$ cat src/rtl/core/prlm_pkg.sv
`default_nettype none
package prlm_pkg;
   localparam int METERS      = 16;
   localparam int MAX_BLOCK   = 8192;
   localparam int IDX_W       = 4;
   localparam int SAMPLE_W    = 24;
   localparam int LEVEL_W     = 24;
   localparam int SUM_W       = 60;
   localparam int COUNT_W     = 14;
   localparam int HOLD_W      = 16;
   localparam int QUEUE_DEPTH = 2;
   localparam logic [LEVEL_W-1:0] FULL_SCALE = 24'd65536;
   localparam logic [15:0] DECAY_MUL = 16'd58982;
   localparam logic [HOLD_W-1:0] HOLD_RESET = 16'd84;
   localparam logic [0:0] REG_CLIP_HOLD = 1'd0;

   // finished block handed from front to back
   typedef struct packed {
      logic [IDX_W-1:0]   idx;
      logic [LEVEL_W-1:0] peak;
      logic [SUM_W-1:0]   sum;
      logic [COUNT_W-1:0] count;
   } block_type;

   typedef enum logic [2:0] {
      ST_IDLE, ST_DIV, ST_SQRT, ST_READ, ST_WRITE, ST_SEND
   } back_state_type;

   // decay by about 0.9
   function automatic logic [LEVEL_W-1:0] decay(input logic [LEVEL_W-1:0] v);
      logic [LEVEL_W+15:0] p;
      p = v * DECAY_MUL;
      return p[LEVEL_W+15:16];
   endfunction
endpackage
`default_nettype wire

$ cat src/rtl/core/prlm_queue.sv
`default_nettype none
module prlm_queue import prlm_pkg::*; (
   input  wire logic clock,
   input  wire logic reset,
   input  wire logic wr_valid,
   output logic      wr_ready,
   input  block_type wr_data,
   output logic      rd_valid,
   input  wire logic rd_ready,
   output block_type rd_data
);
   block_type slot_ff [QUEUE_DEPTH];
   logic [$clog2(QUEUE_DEPTH)-1:0] wp_ff, rp_ff;
   logic [$clog2(QUEUE_DEPTH):0] fill_ff;
   logic push, pop;

   assign wr_ready = 32'(fill_ff) < QUEUE_DEPTH;
   assign rd_valid = fill_ff != '0;
   assign rd_data  = slot_ff[rp_ff];
   assign push     = wr_valid && wr_ready;
   assign pop      = rd_valid && rd_ready;

   always_ff @(posedge clock) begin
      if (push) slot_ff[wp_ff] <= wr_data;
   end

   // advance pointers
   always_ff @(posedge clock) begin
      if (reset) begin
         wp_ff <= '0; rp_ff <= '0; fill_ff <= '0;
      end else begin
         if (push) wp_ff <= wp_ff + 1'b1;
         if (pop) rp_ff <= rp_ff + 1'b1;
         fill_ff <= fill_ff + (push ? 1'b1 : 1'b0) - (pop ? 1'b1 : 1'b0);
      end
   end

   ap_fill: assert property (@(posedge clock) disable iff (reset)
      32'(fill_ff) <= QUEUE_DEPTH) else $error("queue overfill");
   ap_flow: assert property (@(posedge clock) disable iff (reset)
      push && !pop |=> fill_ff == $past(fill_ff) + 1'b1) else $error("fill lost");
   ap_empty: assert property (@(posedge clock) disable iff (reset)
      fill_ff == '0 |-> !pop) else $error("pop empty");
endmodule
`default_nettype wire

$ cat config.mk
export PLATFORM = sky130hd
export DESIGN_NAME = prlm_queue
export DESIGN_NICKNAME = d
export VERILOG_FILES = /design/src/rtl/core/prlm_pkg.sv /design/src/rtl/core/prlm_queue.sv
export SDC_FILE = /design/constraint.sdc
export NUM_CORES = 1
export LEC_CHECK = 0
export BUFFER_PORTS_ARGS = -buffer_cell sky130_fd_sc_hd__buf_2
export CORE_MARGIN = 2
export CORE_UTILIZATION = 50
export DETAILED_ROUTE_END_ITERATION = 10
export PLACE_DENSITY_LB_ADDON = 0.05
export SLEW_MARGIN = 20
export SYNTH_ARGS = -nofsm -noshare
export SYNTH_HDL_FRONTEND = slang
export SYNTH_SLANG_ARGS = --single-unit
$ cat constraint.sdc
create_clock -name clock -period 15.5 [get_ports clock]
set_clock_uncertainty 0.05 [all_clocks]
set_input_delay 3.1 -clock clock [delete_from_list [all_inputs] [get_ports clock]]
set_output_delay 3.1 -clock clock [all_outputs]
set_load 0.005 [all_outputs]
==> impl_metrics.toml <==
[synth]
synth_warnings = 0
synth_cells = 344
synth_compound_area_share_pct = 0.284
synthXorXnorAreaFrac_pct = 0.221
muxShareOfSynthArea_pct = 18.3
synth_top_area_share_pct = 77.3
yosysUniqueCellTypes = 22
yosysSeqAreaShare_pct = 78.6
synth_top_family_by_area = "multiplexers"
synthSimpleGateAreaFrac_pct = 1.03
synth.avg_cell_area_um2 = 23.0
syn_area_um2 = 7920
synth.area.top_cells = "edfxtp_1 77%, mux2_4 15%, mux2_2 3.1%"
syn_nets = 451
synth_adder_area_share_pct = 0.158
synth-seq-cells = 209
synth_top_area_cell = "edfxtp_1"

[setup_path]
crit_type = "flop to primary output"
cpPeakStageDelay_ns = 1.00
rr_worst_depth = 3
startpoint_type = "flop"
crit_chain = "buf_4 -> mux2_2 -> buf_2"
crit_buf_inv = 2
end_kind = "primary output"
cp_slowest_cell = "dfxtp_4"
path_depth = 3
arrival_ns = 2.86
critPathTopFamily = "flip-flops"
crit_fanout = 59
cp.required_ns = 12.35

[place]
gp_congestion = 0.704
placed_cell_area_um2 = 9170
port_buffers = 209
dp.cells = 762
dpl.hpwl_um = 9010

[cts]
cts_setup_buffers = 0
clk_pin_slew_ns = 0.06
hold_buffers = 0
cts_resized = 0
cts_tree = "done"
ctsRootBufferMaster = "clkbuf_16"
cts_buffers = 22
clock-sinks = 209
clk_latency_ns = 0.49
clockBufferDepth = 3
htreeDepth = 1

[detailed_routing]
ant_nets = 0
vias_per_cell = 4.80
wl_per_cell_um = 17.2
wl_um = 13800
dr.pass1.iters = 4
drt_iter0_markers = 208
vias = 3857
drc_errors = 0

[final_layout]
fin_cells = 804
drive_above_1_share_pct = 60.4
nFillCells = 1176
seq_area_um2 = 6230
area_growth_pct = 24.8
final_nets = 677
multi_input_area_um2 = 1590
stdcell_area_um2 = 9880

[flow_run]
maxCapViolCount = 0

[timing]
worstMarginPinSlew_ns = 1.04
maxSlewHeadroom_pct = 30.5
hold_ws_ns = 0.455
setup_viol = 0
timing.fmax_ghz = 0.166
drv_slew = 0
min_period_ns = 6.01
tns_ns = 0
rsz0062_at_grt = "false"
finalHoldViolCount = 0
timing.final.crit_share_pct = 38.8

[floorplan]
coreArea_um2 = 15700
rows = 46
fp.dieH_um = 130
die_area_um2 = 16900
io_pins = 210
initial_core_util_pct = 50.6
die_w_um = 130

[run_status]
outcome = "finished clean"

[grt]
grt_max_degree = 60
grt_overflow = 0
first_global_vias = 3817
grt_pass1_wl_um = 20100
grtUsageTotal_pct = 15.7
antenna_found_initial = 3

[min_path]
hp-class = "flop to flop"
hold_path_depth = 2

[power_and_ir_drop]
powerDensity_nw_per_um2 = 151
p_leak_nw = 3.86
peakVddDrop_mv = 0.0862
tightest hold or removal path, stage by stage (launching register included):
cell and delay, ns:
dfxtp_1 0.32, xor2_1 0.08, nor2_1 0.07
kinds of logic after synthesis:
kind of cell | count (synthesis)
xor gates and xnor gates | 2
DFF | 209
muxes | 102
and+or+nand+nor | 14
adders and majority gates | 1
buffers and inverters | 12
AOI/OAI and AO/OA | 4
flip-flops by register name, indices dropped and copies added, names as in the netlist, named ones only:
name / count
fill_ff: 2
rp_ff: 1
wp_ff: 1
slot_ff: 204
report_power, final:
part	internal, mW	switching [mW]
Clock	0.304	0.203
Sequential	0.692	0.0338
Combinational	0.153	0.108
Total	1.15	0.344
per-stage QoR:
stage                     utilization [%]  power [mW]  setup slack (ns)
after floorplan                         -       0.909              7.09
final                                63.1        1.49              9.49
after CTS                            63.1        1.51              9.39
after global routing                 63.1        1.56              9.29
after detailed placement             58.6        1.01              9.91
after global placement               58.6        1.00              9.93
cells in the final DEF, fill, tap and decap left out:
master,count
dfxtp_1,4
o21a_1,1
diode_2,2
nor3_1,2
nor2b_4,1
clkinv_1,3
dfxtp_4,1
and4bb_2,1
clkbuf_16,23
clkbuf_1,3
or2_2,1
nor2_1,4
and2b_1,1
bufinv_16,2
clkinv_2,8
nand3_1,1
ha_1,1
inv_1,1
clkinv_4,1
nor2b_1,2
buf_2,209
a21oi_1,1
o21ai_0,2
edfxtp_1,204
and2_4,1
mux2_2,22
xnor2_1,1
buf_4,4
xor2_1,1
mux2_4,80
synthesized netlist by cell type:
cell / instances
mux2_4: 80
xnor2_1: 1
xor2_1: 1
and2_1: 1
nor2_1: 4
nor2b_1: 3
buf_4: 1
buf_2: 2
inv_1: 1
o21ai_0: 2
buf_6: 8
dfxtp_1: 5
mux2_2: 22
nand3_1: 1
and2b_1: 1
edfxtp_1: 204
and4bb_2: 1
o21a_1: 1
nor3_1: 2
ha_1: 1
a21oi_1: 1
or2_2: 1
final timing paths:
kind / end / from / slack, ns
worst max-delay path: rd_data[84] / flop / 9.49
worst min-delay path: flop / rp_ff / 0.45
worst max register to register: slot_ff[1][49] / fill_ff[1] / 13.10
worst min register to register: flop / rp_ff / 0.45
layer usage:
metal  vias up  share of wire (%)  GRT usage [%]
met2       135                 51           26.3
met1      1881                 40           19.9
met3        17                8.0           4.88
met4         0                1.5           5.00
met5         -                  0              0
li1       1824                  -              -
area by class of cell:
type / instances / area share (%)
multi-input combinational: 123 / 16.1
antenna: 2 / 0.0506
sequential: 209 / 63.0
tap: 216 / 2.73
timing repair buffer: 213 / 10.9
inverter: 1 / 0.0380
clock inverter: 14 / 1.22
clock buffer: 26 / 5.94
No activity file was read; power rests on OpenSTA's default activity.
