===== src/rtl/core/prlm_pkg.sv =====
`default_nettype none
package prlm_pkg;
   localparam int METERS      = 16;
   localparam int MAX_BLOCK   = 8192;
   localparam int IDX_W       = 4;
   localparam int SAMPLE_W    = 24;
   localparam int LEVEL_W     = 24;
   localparam int SUM_W       = 60;
   localparam int COUNT_W     = 14;
   localparam int HOLD_W      = 16;
   localparam int QUEUE_DEPTH = 2;
   localparam logic [LEVEL_W-1:0] FULL_SCALE = 24'd65536;
   localparam logic [15:0] DECAY_MUL = 16'd58982;
   localparam logic [HOLD_W-1:0] HOLD_RESET = 16'd84;
   localparam logic [0:0] REG_CLIP_HOLD = 1'd0;

   // finished block handed from front to back
   typedef struct packed {
      logic [IDX_W-1:0]   idx;
      logic [LEVEL_W-1:0] peak;
      logic [SUM_W-1:0]   sum;
      logic [COUNT_W-1:0] count;
   } block_type;

   typedef enum logic [2:0] {
      ST_IDLE, ST_DIV, ST_SQRT, ST_READ, ST_WRITE, ST_SEND
   } back_state_type;

   // decay by about 0.9
   function automatic logic [LEVEL_W-1:0] decay(input logic [LEVEL_W-1:0] v);
      logic [LEVEL_W+15:0] p;
      p = v * DECAY_MUL;
      return p[LEVEL_W+15:16];
   endfunction
endpackage
`default_nettype wire


===== src/rtl/core/prlm_front.sv =====
`default_nettype none
module prlm_front import prlm_pkg::*; (
   input  wire logic                clock,
   input  wire logic                reset,
   input  wire logic                in_valid,
   output logic                     in_ready,
   input  wire logic [SAMPLE_W-1:0] sample,
   input  wire logic [IDX_W-1:0]    meter_index,
   input  wire logic                last_in_block,
   output logic                     blk_valid,
   input  wire logic                blk_ready,
   output block_type                blk
);
   logic [LEVEL_W-1:0] peak_ff, peak_in;
   logic [SUM_W-1:0]   sum_ff, sum_in;
   logic [COUNT_W-1:0] count_ff, count_in;
   logic [LEVEL_W-1:0] mag;
   logic [2*LEVEL_W-1:0] sq;
   logic accept;

   assign in_ready  = blk_ready;
   assign accept    = in_valid && in_ready;
   assign mag       = sample[SAMPLE_W-1] ? LEVEL_W'(-sample) : LEVEL_W'(sample);
   assign sq        = mag * mag;

   // accumulate peak and square sum
   always_comb begin
      peak_in  = (mag > peak_ff) ? mag : peak_ff;
      sum_in   = sum_ff;
      count_in = count_ff;
      if (32'(count_ff) < MAX_BLOCK) begin
         sum_in   = sum_ff + SUM_W'(sq);
         count_in = count_ff + 1'b1;
      end
   end

   assign blk_valid = accept && last_in_block && (32'(meter_index) < METERS);
   assign blk.idx   = meter_index;
   assign blk.peak  = peak_in;
   assign blk.sum   = sum_in;
   assign blk.count = count_in;

   always_ff @(posedge clock) begin
      if (reset || (accept && last_in_block)) begin
         peak_ff  <= '0;
         sum_ff   <= '0;
         count_ff <= '0;
      end else if (accept) begin
         peak_ff  <= peak_in;
         sum_ff   <= sum_in;
         count_ff <= count_in;
      end
   end

   ap_count: assert property (@(posedge clock) disable iff (reset)
      32'(count_ff) <= MAX_BLOCK) else $error("count overflow");
   ap_clear: assert property (@(posedge clock) disable iff (reset)
      accept && last_in_block |=> count_ff == '0) else $error("no clear");
   ap_peak: assert property (@(posedge clock) disable iff (reset)
      accept && !last_in_block |=> peak_ff >= $past(peak_ff)) else $error("peak drop");
endmodule
`default_nettype wire


===== config.mk =====
export PLATFORM = sky130hd
export DESIGN_NAME = prlm_front
export DESIGN_NICKNAME = d
export VERILOG_FILES = /design/src/rtl/core/prlm_pkg.sv /design/src/rtl/core/prlm_front.sv
export SDC_FILE = /design/constraint.sdc
export NUM_CORES = 1
export LEC_CHECK = 0
export BUFFER_PORTS_ARGS = -buffer_cell sky130_fd_sc_hd__buf_2
export CORE_MARGIN = 4
export CORE_UTILIZATION = 44
export CTS_BUF_LIST = sky130_fd_sc_hd__clkbuf_8
export DETAILED_ROUTE_END_ITERATION = 7
export GPL_TIMING_DRIVEN = 0
export MAX_ROUTING_LAYER = met4
export PLACE_DENSITY = 0.72
export SLEW_MARGIN = 25
export SYNTH_ARGS = -nofsm -noshare
export SYNTH_HDL_FRONTEND = slang
export SYNTH_SLANG_ARGS = --single-unit

===== constraint.sdc =====
create_clock -name clock -period 29.6 [get_ports clock]
set_input_delay 2.96 -clock clock [delete_from_list [all_inputs] [get_ports clock]]
set_output_delay 2.96 -clock clock [all_outputs]
set_load 0.02 [all_outputs]

==> out/metrics.yaml <==
placement:
  dp_cells: 3637
  place_hpwl_um: 61800
  post-place-ws_ps: 11450
  port_buffers: 132
  gp_congestion: 0.977
drt:
  ant_nets: 0
  vias_per_cell: 5.44
  first_pass_iters: 6
  vias: 19900
  drc: 0
  wl_per_cell_um: 20.4
  wl_um: 74400
  drtIter0Drc: 1646
status:
  status: "complete, no violations"
clock_network:
  post_cts_buffers: 0
  cts_num_sinks: 98
  hold_buffers: 0
  cts_tree: "built"
  clkTransAtPathRegs_ps: 130
  cts_root_buffer: "clkbuf_8"
  cts_inserted_buffers: 9
  clockBufferDepth: 2
  htree_levels: 3
  clkLatencyLatePin_ps: 450
  ctsResizeCount: 0
logic_synthesis:
  ys_async_sr_fraction: 0
  yosys.area.top_type: "fa_1"
  ys_top_cells_by_area: "fa_1 40%, inv_1 11%, ha_1 11%"
  synth_top_area_frac: 0.398
  ys.flop_type: "dfxtp_1"
  synth_common_cells: "677 x inv_1, 467 x fa_1, 345 x nand2_1, 210 x nor2_1, 203 x ha_1"
  ys_types: 75
  synth_edf_count: 0
  syn_inst: 2798
  synth_warnings: 0
  avgSynthCellArea_um2: 8.40
  synthesis.area_mm2: 0.0235
  synth-seq-cells: 98
  yosys.cell_count.top_type: "inv_1"
  synth_seq_area_share: 0.0835
sta:
  hold-worst-slack_ps: 502
  setup_slack_ps: 11040
  tns_ps: 0
  finalSetupViolCount: 0
  slew_headroom: 0.257
  post-route-min-period_ps: 18560
  max_freq_mhz: 53.9
  min_period_over_period: 0.627
  worstMarginPinSlew_ps: 1120
  maxSlewViolCount: 0
  skew_ps: 20.6
  finalHoldViolCount: 0
  grt_setup_unrepaired: "no"
critical_path:
  crit_type: "in -> out"
  crit_path_frequent_cell: "inv_1"
  r2r-start: "sum_ff[16]"
  crit_required_ps: 26640
  cp_max_fo: 11
  critPathMaxStageDelay_ps: 740
  cp-end-kind: "output port"
  r2r_setup_slack_ps: 22680
  crit_path_top_delay_cell: "clkbuf_1"
  arrival_ps: 15600
  startpoint_type: "primary input"
  r2r_end: "sum_ff[56]"
  rr_worst_depth: 17
floorplan:
  initial_core_util: 0.445
  die-area_mm2: 0.0572
  core_mm2: 0.0528
  num_rows: 84
  die_w_um: 239
  ios: 137
  die_y_um: 239
global_routing:
  overflow: 0
  antenna_found_initial: 2
  grt_max_degree: 19
  grt_pass1_vias: 20000
  grt_pass1_wl_um: 117000
  grt.total_usage: 0.275
cells_and_area:
  drive_above_1_share: 0.0739
  nNetsFinal: 3663
  area_delta_synth_final_pct: 8.19
  fin_cells: 3656
flow_run:
  max-cap-violations: 0
min_path:
  hold_depth: 2
  min_path_type: "reg -> reg"
  worstHoldStart: "sum_ff[45]"
  hold_end: "sum_ff[45]"
-- per-layer routing --
metal / track usage / part of all wire / vias to the layer above
met5: - / 0 / -
met4: 0.0804 / 0.038 / 0
met3: 0.0947 / 0.13 / 196
met2: 0.387 / 0.42 / 1117
met1: 0.377 / 0.41 / 9711
li1: - / - / 8849
-- registers in the layout (all words and copies together) (netlist names) --
signal,cells
count_ff,14
sum_ff,60
peak_ff,24
-- critical path, delay by kind of cell --
family	cells	cell delay [ps]
buf+inv	15	3340
fa+ha+maj	9	4440
xor+xnor	2	350
compound gates	4	1490
simple gates	9	2970
-- placed cells by master, fill, tap and decap left out, types with 10 or more instances in the layout --
cell	instances
inv_1	677
fa_1	467
nand2_1	345
nor2_1	210
ha_1	203
buf_2	136
o21ai_0	127
dfxtp_1	98
clkbuf_1	89
a21oi_1	85
xnor2_1	56
nand3_1	39
a21o_1	35
a211oi_1	31
xor2_1	30
nor3_1	26
nand4_1	20
and2_1	20
conb_1	18
inv_2	16
o21a_1	15
buf_1	13
o21bai_1	11
or3_1	11
a31oi_1	11
clkbuf_8	10
-- worst max-delay path by stage --
stage	from	to	cells past startpoint
2_1_floorplan	sample[8]	blk[66]	33
3_3_place_gp	sample[0]	blk[66]	36
3_5_place_dp	sample[0]	blk[66]	38
4_1_cts	sample[0]	blk[66]	38
5_1_grt	sample[0]	blk[66]	38
6_report	sample[0]	blk[66]	39
-- area by class of cell --
cell class	instances	area (µm²)
clock buffers	10	138
repair buffers	135	694
diodes	3	7.51
clock inverters	6	83.8
inverters	703	2640
flip-flops and latches	98	1960
well taps	688	861
fillers	5131	27300
plain buffers	114	474
multi-input cells	1899	18600
-- per-stage QoR --
step            util  area, µm²
3_5_place_dp   0.477      25200
3_3_place_gp   0.475      25100
2_1_floorplan      -      23600
5_1_grt        0.482      25400
6_report       0.482      25400
4_1_cts        0.482      25400
-- cells by family after synthesis --
group                    after synthesis  share of synthesized area
buffers and inverters                817                      0.133
AND/OR/NAND/NOR                      723                      0.133
adder cells (fa/ha/maj)              670                      0.506
AO/OA/AOI/OAI                        377                      0.101
XOR/XNOR                              99                     0.0379
flip-flops                            98                     0.0835
multiplexers                          12                    0.00543
other                                  2                   0.000320
Power is left out: the tool's default activity adds up to more than one toggle a clock period on the data nets, which glitch-free logic cannot reach.
