## src/rtl/core/prlm_pkg.sv

```systemverilog
`default_nettype none
package prlm_pkg;
   localparam int METERS      = 16;
   localparam int MAX_BLOCK   = 8192;
   localparam int IDX_W       = 4;
   localparam int SAMPLE_W    = 24;
   localparam int LEVEL_W     = 24;
   localparam int SUM_W       = 60;
   localparam int COUNT_W     = 14;
   localparam int HOLD_W      = 16;
   localparam int QUEUE_DEPTH = 2;
   localparam logic [LEVEL_W-1:0] FULL_SCALE = 24'd65536;
   localparam logic [15:0] DECAY_MUL = 16'd58982;
   localparam logic [HOLD_W-1:0] HOLD_RESET = 16'd84;
   localparam logic [0:0] REG_CLIP_HOLD = 1'd0;

   // finished block handed from front to back
   typedef struct packed {
      logic [IDX_W-1:0]   idx;
      logic [LEVEL_W-1:0] peak;
      logic [SUM_W-1:0]   sum;
      logic [COUNT_W-1:0] count;
   } block_type;

   typedef enum logic [2:0] {
      ST_IDLE, ST_DIV, ST_SQRT, ST_READ, ST_WRITE, ST_SEND
   } back_state_type;

   // decay by about 0.9
   function automatic logic [LEVEL_W-1:0] decay(input logic [LEVEL_W-1:0] v);
      logic [LEVEL_W+15:0] p;
      p = v * DECAY_MUL;
      return p[LEVEL_W+15:16];
   endfunction
endpackage
`default_nettype wire

```

## src/rtl/core/prlm_back.sv

```systemverilog
`default_nettype none
module prlm_back import prlm_pkg::*; (
   input  wire logic              clock,
   input  wire logic              reset,
   input  wire logic [HOLD_W-1:0] clip_hold_len,
   input  wire logic              blk_valid,
   output logic                   blk_ready,
   input  block_type              blk,
   output logic                   out_valid,
   input  wire logic              out_ready,
   output logic [IDX_W-1:0]       meter_id,
   output logic [LEVEL_W-1:0]     meter_peak,
   output logic [LEVEL_W-1:0]     meter_rms,
   output logic                   clipped
);
   back_state_type state_ff, state_in;
   logic [IDX_W-1:0]   idx_ff;
   logic [LEVEL_W-1:0] peak_ff;
   logic [SUM_W-1:0]   rem_ff, quo_ff;
   logic [COUNT_W-1:0] div_ff;
   logic [5:0]         step_ff;
   logic [SUM_W-1:0]   root_ff, bit_ff;
   logic [LEVEL_W-1:0] rms_ff, spk_ff, srms_ff, opeak_ff, orms_ff;
   logic [HOLD_W-1:0]  shold_ff, ohold_ff;
   logic [METERS-1:0]  vld_ff;
   logic [LEVEL_W-1:0] pk_mem [METERS];
   logic [LEVEL_W-1:0] rm_mem [METERS];
   logic [HOLD_W-1:0]  hd_mem [METERS];
   logic [SUM_W-1:0]   rb;
   logic [LEVEL_W-1:0] npeak, nrms;
   logic [HOLD_W-1:0]  nhold;

   // next state
   always_comb begin
      state_in = state_ff;
      unique case (state_ff)
         ST_IDLE:  if (blk_valid) state_in = ST_DIV;
         ST_DIV:   if (step_ff == 6'd0) state_in = ST_SQRT;
         ST_SQRT:  if (bit_ff == '0) state_in = ST_READ;
         ST_READ:  state_in = ST_WRITE;
         ST_WRITE: state_in = ST_SEND;
         ST_SEND:  if (out_ready) state_in = ST_IDLE;
         default:  state_in = ST_IDLE;
      endcase
   end

   // outputs
   always_comb begin
      blk_ready = 1'b0;
      out_valid = 1'b0;
      unique case (state_ff)
         ST_IDLE: blk_ready = 1'b1;
         ST_SEND: out_valid = 1'b1;
         default: ;
      endcase
   end

   assign rb    = root_ff + bit_ff;
   assign npeak = (peak_ff > spk_ff) ? peak_ff : decay(spk_ff);
   assign nrms  = (rms_ff > srms_ff) ? rms_ff : decay(srms_ff);
   assign nhold = (peak_ff > FULL_SCALE) ? clip_hold_len :
                  (shold_ff != '0) ? shold_ff - 1'b1 : shold_ff;

   always_ff @(posedge clock) begin
      if (reset) state_ff <= ST_IDLE;
      else state_ff <= state_in;
   end

   // restoring divide, one quotient bit per cycle, then digit square root
   always_ff @(posedge clock) begin
      unique case (state_ff)
         ST_IDLE: begin
            idx_ff  <= blk.idx;
            peak_ff <= blk.peak;
            rem_ff  <= '0;
            quo_ff  <= blk.sum;
            div_ff  <= blk.count;
            step_ff <= 6'(SUM_W);
         end
         ST_DIV: begin
            if (step_ff != 6'd0) begin
               if ({rem_ff[SUM_W-2:0], quo_ff[SUM_W-1]} >= SUM_W'(div_ff)) begin
                  rem_ff <= {rem_ff[SUM_W-2:0], quo_ff[SUM_W-1]} - SUM_W'(div_ff);
                  quo_ff <= {quo_ff[SUM_W-2:0], 1'b1};
               end else begin
                  rem_ff <= {rem_ff[SUM_W-2:0], quo_ff[SUM_W-1]};
                  quo_ff <= {quo_ff[SUM_W-2:0], 1'b0};
               end
               step_ff <= step_ff - 1'b1;
            end else begin
               root_ff <= '0;
               bit_ff  <= SUM_W'(1) << (SUM_W - 2);
            end
         end
         ST_SQRT: begin
            if (bit_ff != '0) begin
               if (quo_ff >= rb) begin
                  quo_ff  <= quo_ff - rb;
                  root_ff <= (root_ff >> 1) + bit_ff;
               end else begin
                  root_ff <= root_ff >> 1;
               end
               bit_ff <= bit_ff >> 2;
            end
            rms_ff <= LEVEL_W'(root_ff);
         end
         ST_READ: begin
            spk_ff   <= vld_ff[idx_ff] ? pk_mem[idx_ff] : '0;
            srms_ff  <= vld_ff[idx_ff] ? rm_mem[idx_ff] : '0;
            shold_ff <= vld_ff[idx_ff] ? hd_mem[idx_ff] : '0;
         end
         ST_WRITE: begin
            pk_mem[idx_ff] <= npeak;
            rm_mem[idx_ff] <= nrms;
            hd_mem[idx_ff] <= nhold;
            opeak_ff <= npeak;
            orms_ff  <= nrms;
            ohold_ff <= nhold;
         end
         default: ;
      endcase
   end

   always_ff @(posedge clock) begin
      if (reset) vld_ff <= '0;
      else if (state_ff == ST_WRITE) vld_ff[idx_ff] <= 1'b1;
   end

   assign meter_id   = idx_ff;
   assign meter_peak = opeak_ff;
   assign meter_rms  = orms_ff;
   assign clipped    = ohold_ff != '0;

   ap_send: assert property (@(posedge clock) disable iff (reset)
      out_valid && !out_ready |=> out_valid && $stable(opeak_ff)) else $error("send lost");
   ap_take: assert property (@(posedge clock) disable iff (reset)
      blk_ready |-> state_ff == ST_IDLE) else $error("take busy");
   ap_wr: assert property (@(posedge clock) disable iff (reset)
      state_ff == ST_WRITE |=> vld_ff[$past(idx_ff)]) else $error("valid lost");
endmodule
`default_nettype wire

```

## config.mk

```make
export PLATFORM = sky130hd
export DESIGN_NAME = prlm_back
export DESIGN_NICKNAME = d
export VERILOG_FILES = /design/src/rtl/core/prlm_pkg.sv /design/src/rtl/core/prlm_back.sv
export SDC_FILE = /design/constraint.sdc
export NUM_CORES = 2
export LEC_CHECK = 0
export BUFFER_PORTS_ARGS = -buffer_cell sky130_fd_sc_hd__buf_2
export CORE_ASPECT_RATIO = 0.9
export CORE_UTILIZATION = 34
export CTS_CLUSTER_SIZE = 16
export DETAILED_ROUTE_END_ITERATION = 8
export PLACE_DENSITY = 0.48
export REMOVE_ABC_BUFFERS = 1
export SYNTH_ARGS = -nofsm -noshare
export SYNTH_HDL_FRONTEND = slang
export SYNTH_SLANG_ARGS = --single-unit
```

## constraint.sdc

```tcl
create_clock -name clock -period 10 [get_ports clock]
set_input_delay 3 -clock clock [delete_from_list [all_inputs] [get_ports clock]]
set_output_delay 3 -clock clock [all_outputs]
set_load 0.01 [all_outputs]
```

==> impl.org <==
** Run status
- The flow ran to the end, and the final reports show no timing, DRC or antenna violations.

** STA
- Final number of setup-violating endpoints :: 0
- The worst path in the final design needs a cycle of approximately 8 ns, including I/O delays and setup.
- Slew of the pin with the lowest slew margin :: about 1.4 ns
- Headroom to the max-slew limit came out at 0.0914.
- Setup repair after global routing left no endpoint under its margin.
- The final hold violation count is 0.
- Post-route fraction of the period consumed by the critical path :: 0.782
- The number of slew-limit violations in the final report was 0.
- Post-Route Skew :: 0.0713 ns
- Achievable frequency :: 128 MHz

** Worst setup path
- Of all nets on the critical path, the largest fanout is 17.
- The worst setup path is of the reg -> reg kind.
- Together, buffers and inverters on the worst path number 6.
- Slowest stage cell on the critical path :: o21ai_1
- The startpoint identified for the worst register-to-register timing path is spk_ff[5]$_SDFFCE_PN0N_.
- Kind of cell adding the most delay to the critical path :: adder cells
- At the worst endpoint, the required time is ~10 ns.
- R2R depth :: 23
- Data arrival at the endpoint of the critical path :: between 8 and 9 ns
- Series of cell instances along the critical path :: inv_1, fa_1, inv_1, fa_1, fa_1, inv_1, fa_1, inv_1, fa_1, inv_1, fa_1, inv_1, ha_1, a21o_1, a21o_1, a21oi_1, o21ai_0, o21ai_0, nand3_1, nand3_1, o21ai_0, xnor2_1, o21ai_1
- Slack of the worst reg-to-reg path :: 2.18 ns
- The critical path crosses 23 cells after its start point.
- Endpoint of the worst register-to-register path :: pk_mem[13][18]$_DFFE_PP_
- On the worst path, the slowest cell contributes a delay of 0.94 ns.
- The worst setup path is captured at a register.
- Startpoint kind of the worst setup timing path :: register

** Clock network
- After clock tree synthesis, the clock-pin slew on the worst setup and hold paths is 0.06 ns.
- Count of H-tree levels built during CTS :: 4
- Number of CTS-inserted buffers :: 157
- In this run the deepest clock path goes through 3 buffers.
- Worst skew pair latency :: about 0.80 ns
- Number of buffers inserted to repair setup after CTS :: 0
- TritonCTS clock tree :: built
- After clock tree synthesis, the repair step resized 0 gates.
- Clock sink total :: 1452
- Buffers inserted to repair hold after CTS numbered 0.
- The tree is rooted in a clkbuf_16.

** Placement
- Routability-driven placement finished with a final weighted congestion of around 0.9.
- Number of port buffers :: 176
- After legalization and detailed placement, the total HPWL measured 136000 um.

** GRT
- The number of global-route vias before repair came to about 48000.
- For this run, the total global-route usage over all layers was measured as 0.183.
- Remaining global-route overflow :: 0
- Pin count of the biggest net entering global routing :: 137
- Number of antenna violations at the first check in global routing :: 6
- First-pass GRT wire length :: 319000 um

** Min path
- Number of cells traversed by the worst hold path :: 2
- The tightest min-delay check is of the reg -> reg type.
- Endpoint of the worst hold-timing path :: vld_ff[8]$_SDFFE_PP0P_
- The worst hold path begins at vld_ff[8]$_SDFFE_PP0P_.

** Synthesis
- The synthesized netlist contains 93 unique library cells.
- Synthesis handed over a netlist of 5510 instances.
- Of the total synthesized cell area, the portion taken by full adders, half adders and majority gates is 0.145.
- The portion of synthesized area spent on multiplexers is 0.0983.
- Synth warnings :: 0
- Share of the synthesized netlist area taken by xor and xnor gates :: 0.0263
- In this run the mean area of a mapped cell was 14.3 um2.
- The compound-cell area share of the yosys netlist came to 0.0757.
- Number of flops mapped to enable cells by yosys :: 1433
- Synthesis inferred 1452 register bits.
- The share of the Yosys chip area taken by registers is 0.552.
- Combinational family with the most area after synthesis :: adder cells
- After synthesis, the share of flip-flops with an asynchronous set or reset is 0.
- The mapped netlist covers 0.0786 mm2.
- Of the total synthesized cell area, the portion taken by AND, OR, NAND and NOR gates is 0.0651.
- Primary flip-flop cell chosen by synthesis mapping :: edfxtp_1

** Die
- For this configuration, the core starts out at a cell density of 0.342.
- Die Y :: ~460 um
- The core region is between 0.2 and 0.25 mm2.
- The floorplan has 167 rows.
- Die boundary width :: 509 um
- For this design the top-level I/O count stands at 177.
- Full die area :: about 0.23 mm2

** Finish
- For this run, the post-layout net count is between 6000 and 7000.
- Layout Utilization :: 0.385
- From synthesis to final layout, the design area changed by 12.5%.
- Fillers :: 21700
- Of the cells placed in the final design, the portion with a size suffix greater than 1 is 0.160.

** Routing
- Once detail routing completed, the nets flagged for antenna violations numbered 0.
- For this run, design rule violations remaining after detail routing come to 0.
- For this run, the detailed router's first-pass iteration total came to 5.
- Routed len/inst :: ~24 um
- The routed design has 213000 um of wire.
- For this block, the initial DRC count from the detailed router was 3835.
- The final route contains 46500 vias.
- Using the TritonRoute via totals, the vias-per-cell ratio works out to 5.23.

** Run
- The tool flagged a number of max-cap violations equal to 0.
## layout by cell type (no fill, tap or decap), types with 157 or more instances in the layout
cell type / n
edfxtp_1: 1433
inv_1: 547
ha_1: 465
mux4_2: 324
fa_1: 280
nor2_1: 261
nand2_1: 254
a21oi_1: 228
o21ai_0: 199
buf_2: 176
clkbuf_16: 157
## Yosys cell counts (all sizes together) (52+ instances only)
cell type  instances  area (um2)
a21o              96         721
a21oi            230        1150
a22oi             54         405
a31oi             69         432
buf               52         248
clkbuf           150         563
edfxtp          1433       43000
fa               280        5610
ha               465        5820
inv              551        2070
mux4             324        7300
nand2            259         977
nand4             70         438
nor2             276        1040
nor2b             99         619
nor3              53         270
o21ai            221        1110
xnor2            128        1120
xor2             108         946
## per-layer routing
layer	track usage	wire length [um]	part of all wire
met5	0	0	0
met1	0.271	103000	0.48
met2	0.287	97700	0.46
met4	0.0339	3290	0.015
met3	0.0269	9510	0.045
## sequential cells by signal, summed over array words and instances (netlist names), 16 cells and up
name	cells
peak_ff	24
hd_mem	256
root_ff	60
spk_ff	24
shold_ff	16
rm_mem	384
ohold_ff	16
srms_ff	24
meter_peak	24
quo_ff	60
rms_ff	24
bit_ff	30
vld_ff	16
pk_mem	384
meter_rms	24
rem_ff	59
## tightest hold or removal path: cells and delay by family, from the launching register on
family	cells	cell delay (ns)
flops	1	0.32
simple gates	2	0.11
## worst max-delay path by stage
stage | from | to | slack, ns
after floorplan | meter_id[0]$_DFFE_PP_ | hd_mem[3][0]$_DFFE_PP_ | -6.33
after global placement | spk_ff[5]$_SDFFCE_PN0N_ | meter_peak[20]$_DFFE_PP_ | 2.32
after detailed placement | spk_ff[5]$_SDFFCE_PN0N_ | pk_mem[12][18]$_DFFE_PP_ | 2.16
after CTS | spk_ff[6]$_SDFFCE_PN0N_ | pk_mem[2][18]$_DFFE_PP_ | 2.13
after global routing | spk_ff[6]$_SDFFCE_PN0N_ | pk_mem[2][18]$_DFFE_PP_ | 1.53
final | spk_ff[5]$_SDFFCE_PN0N_ | pk_mem[13][18]$_DFFE_PP_ | 2.18
## layout make-up
class                   instances  area, um2  area share
multi-input cells            3303      32500       0.368
repair buffers                257       1540      0.0174
clock buffers                 190       4060      0.0460
diodes                          1       2.50   0.0000283
inverters                     553       2080      0.0235
flip-flops and latches       1452      43400       0.491
clock inverters                92        973      0.0110
well taps                    3042       3810      0.0431
## metrics by stage
stage                     instances  setup WS, ns  hold slack, ns  setup TNS (ns)  cell area (um2)
after floorplan                5308         -6.33           0.433        -3693.18            77800
after global placement         8607          2.32           0.445               0            83400
after detailed placement       8607          2.16           0.457               0            83400
after CTS                      8889          2.13           0.470               0            88400
after global routing           8889          1.53           0.488               0            88400
final                          8890          2.18           0.465               0            88400
## cell families (layout without fill, tap and decap cells)
kind of cell,count (synthesis),count (layout)
xor+xnor,236,236
flops,1452,1452
compound gates,930,930
fa+ha+maj,745,745
buf+inv,755,1092
simple gates,1029,1029
mux,363,363
other cells,0,1
Power is not shown: default switching activity piles up to over one toggle a cycle in this logic, so the estimate is an artifact.
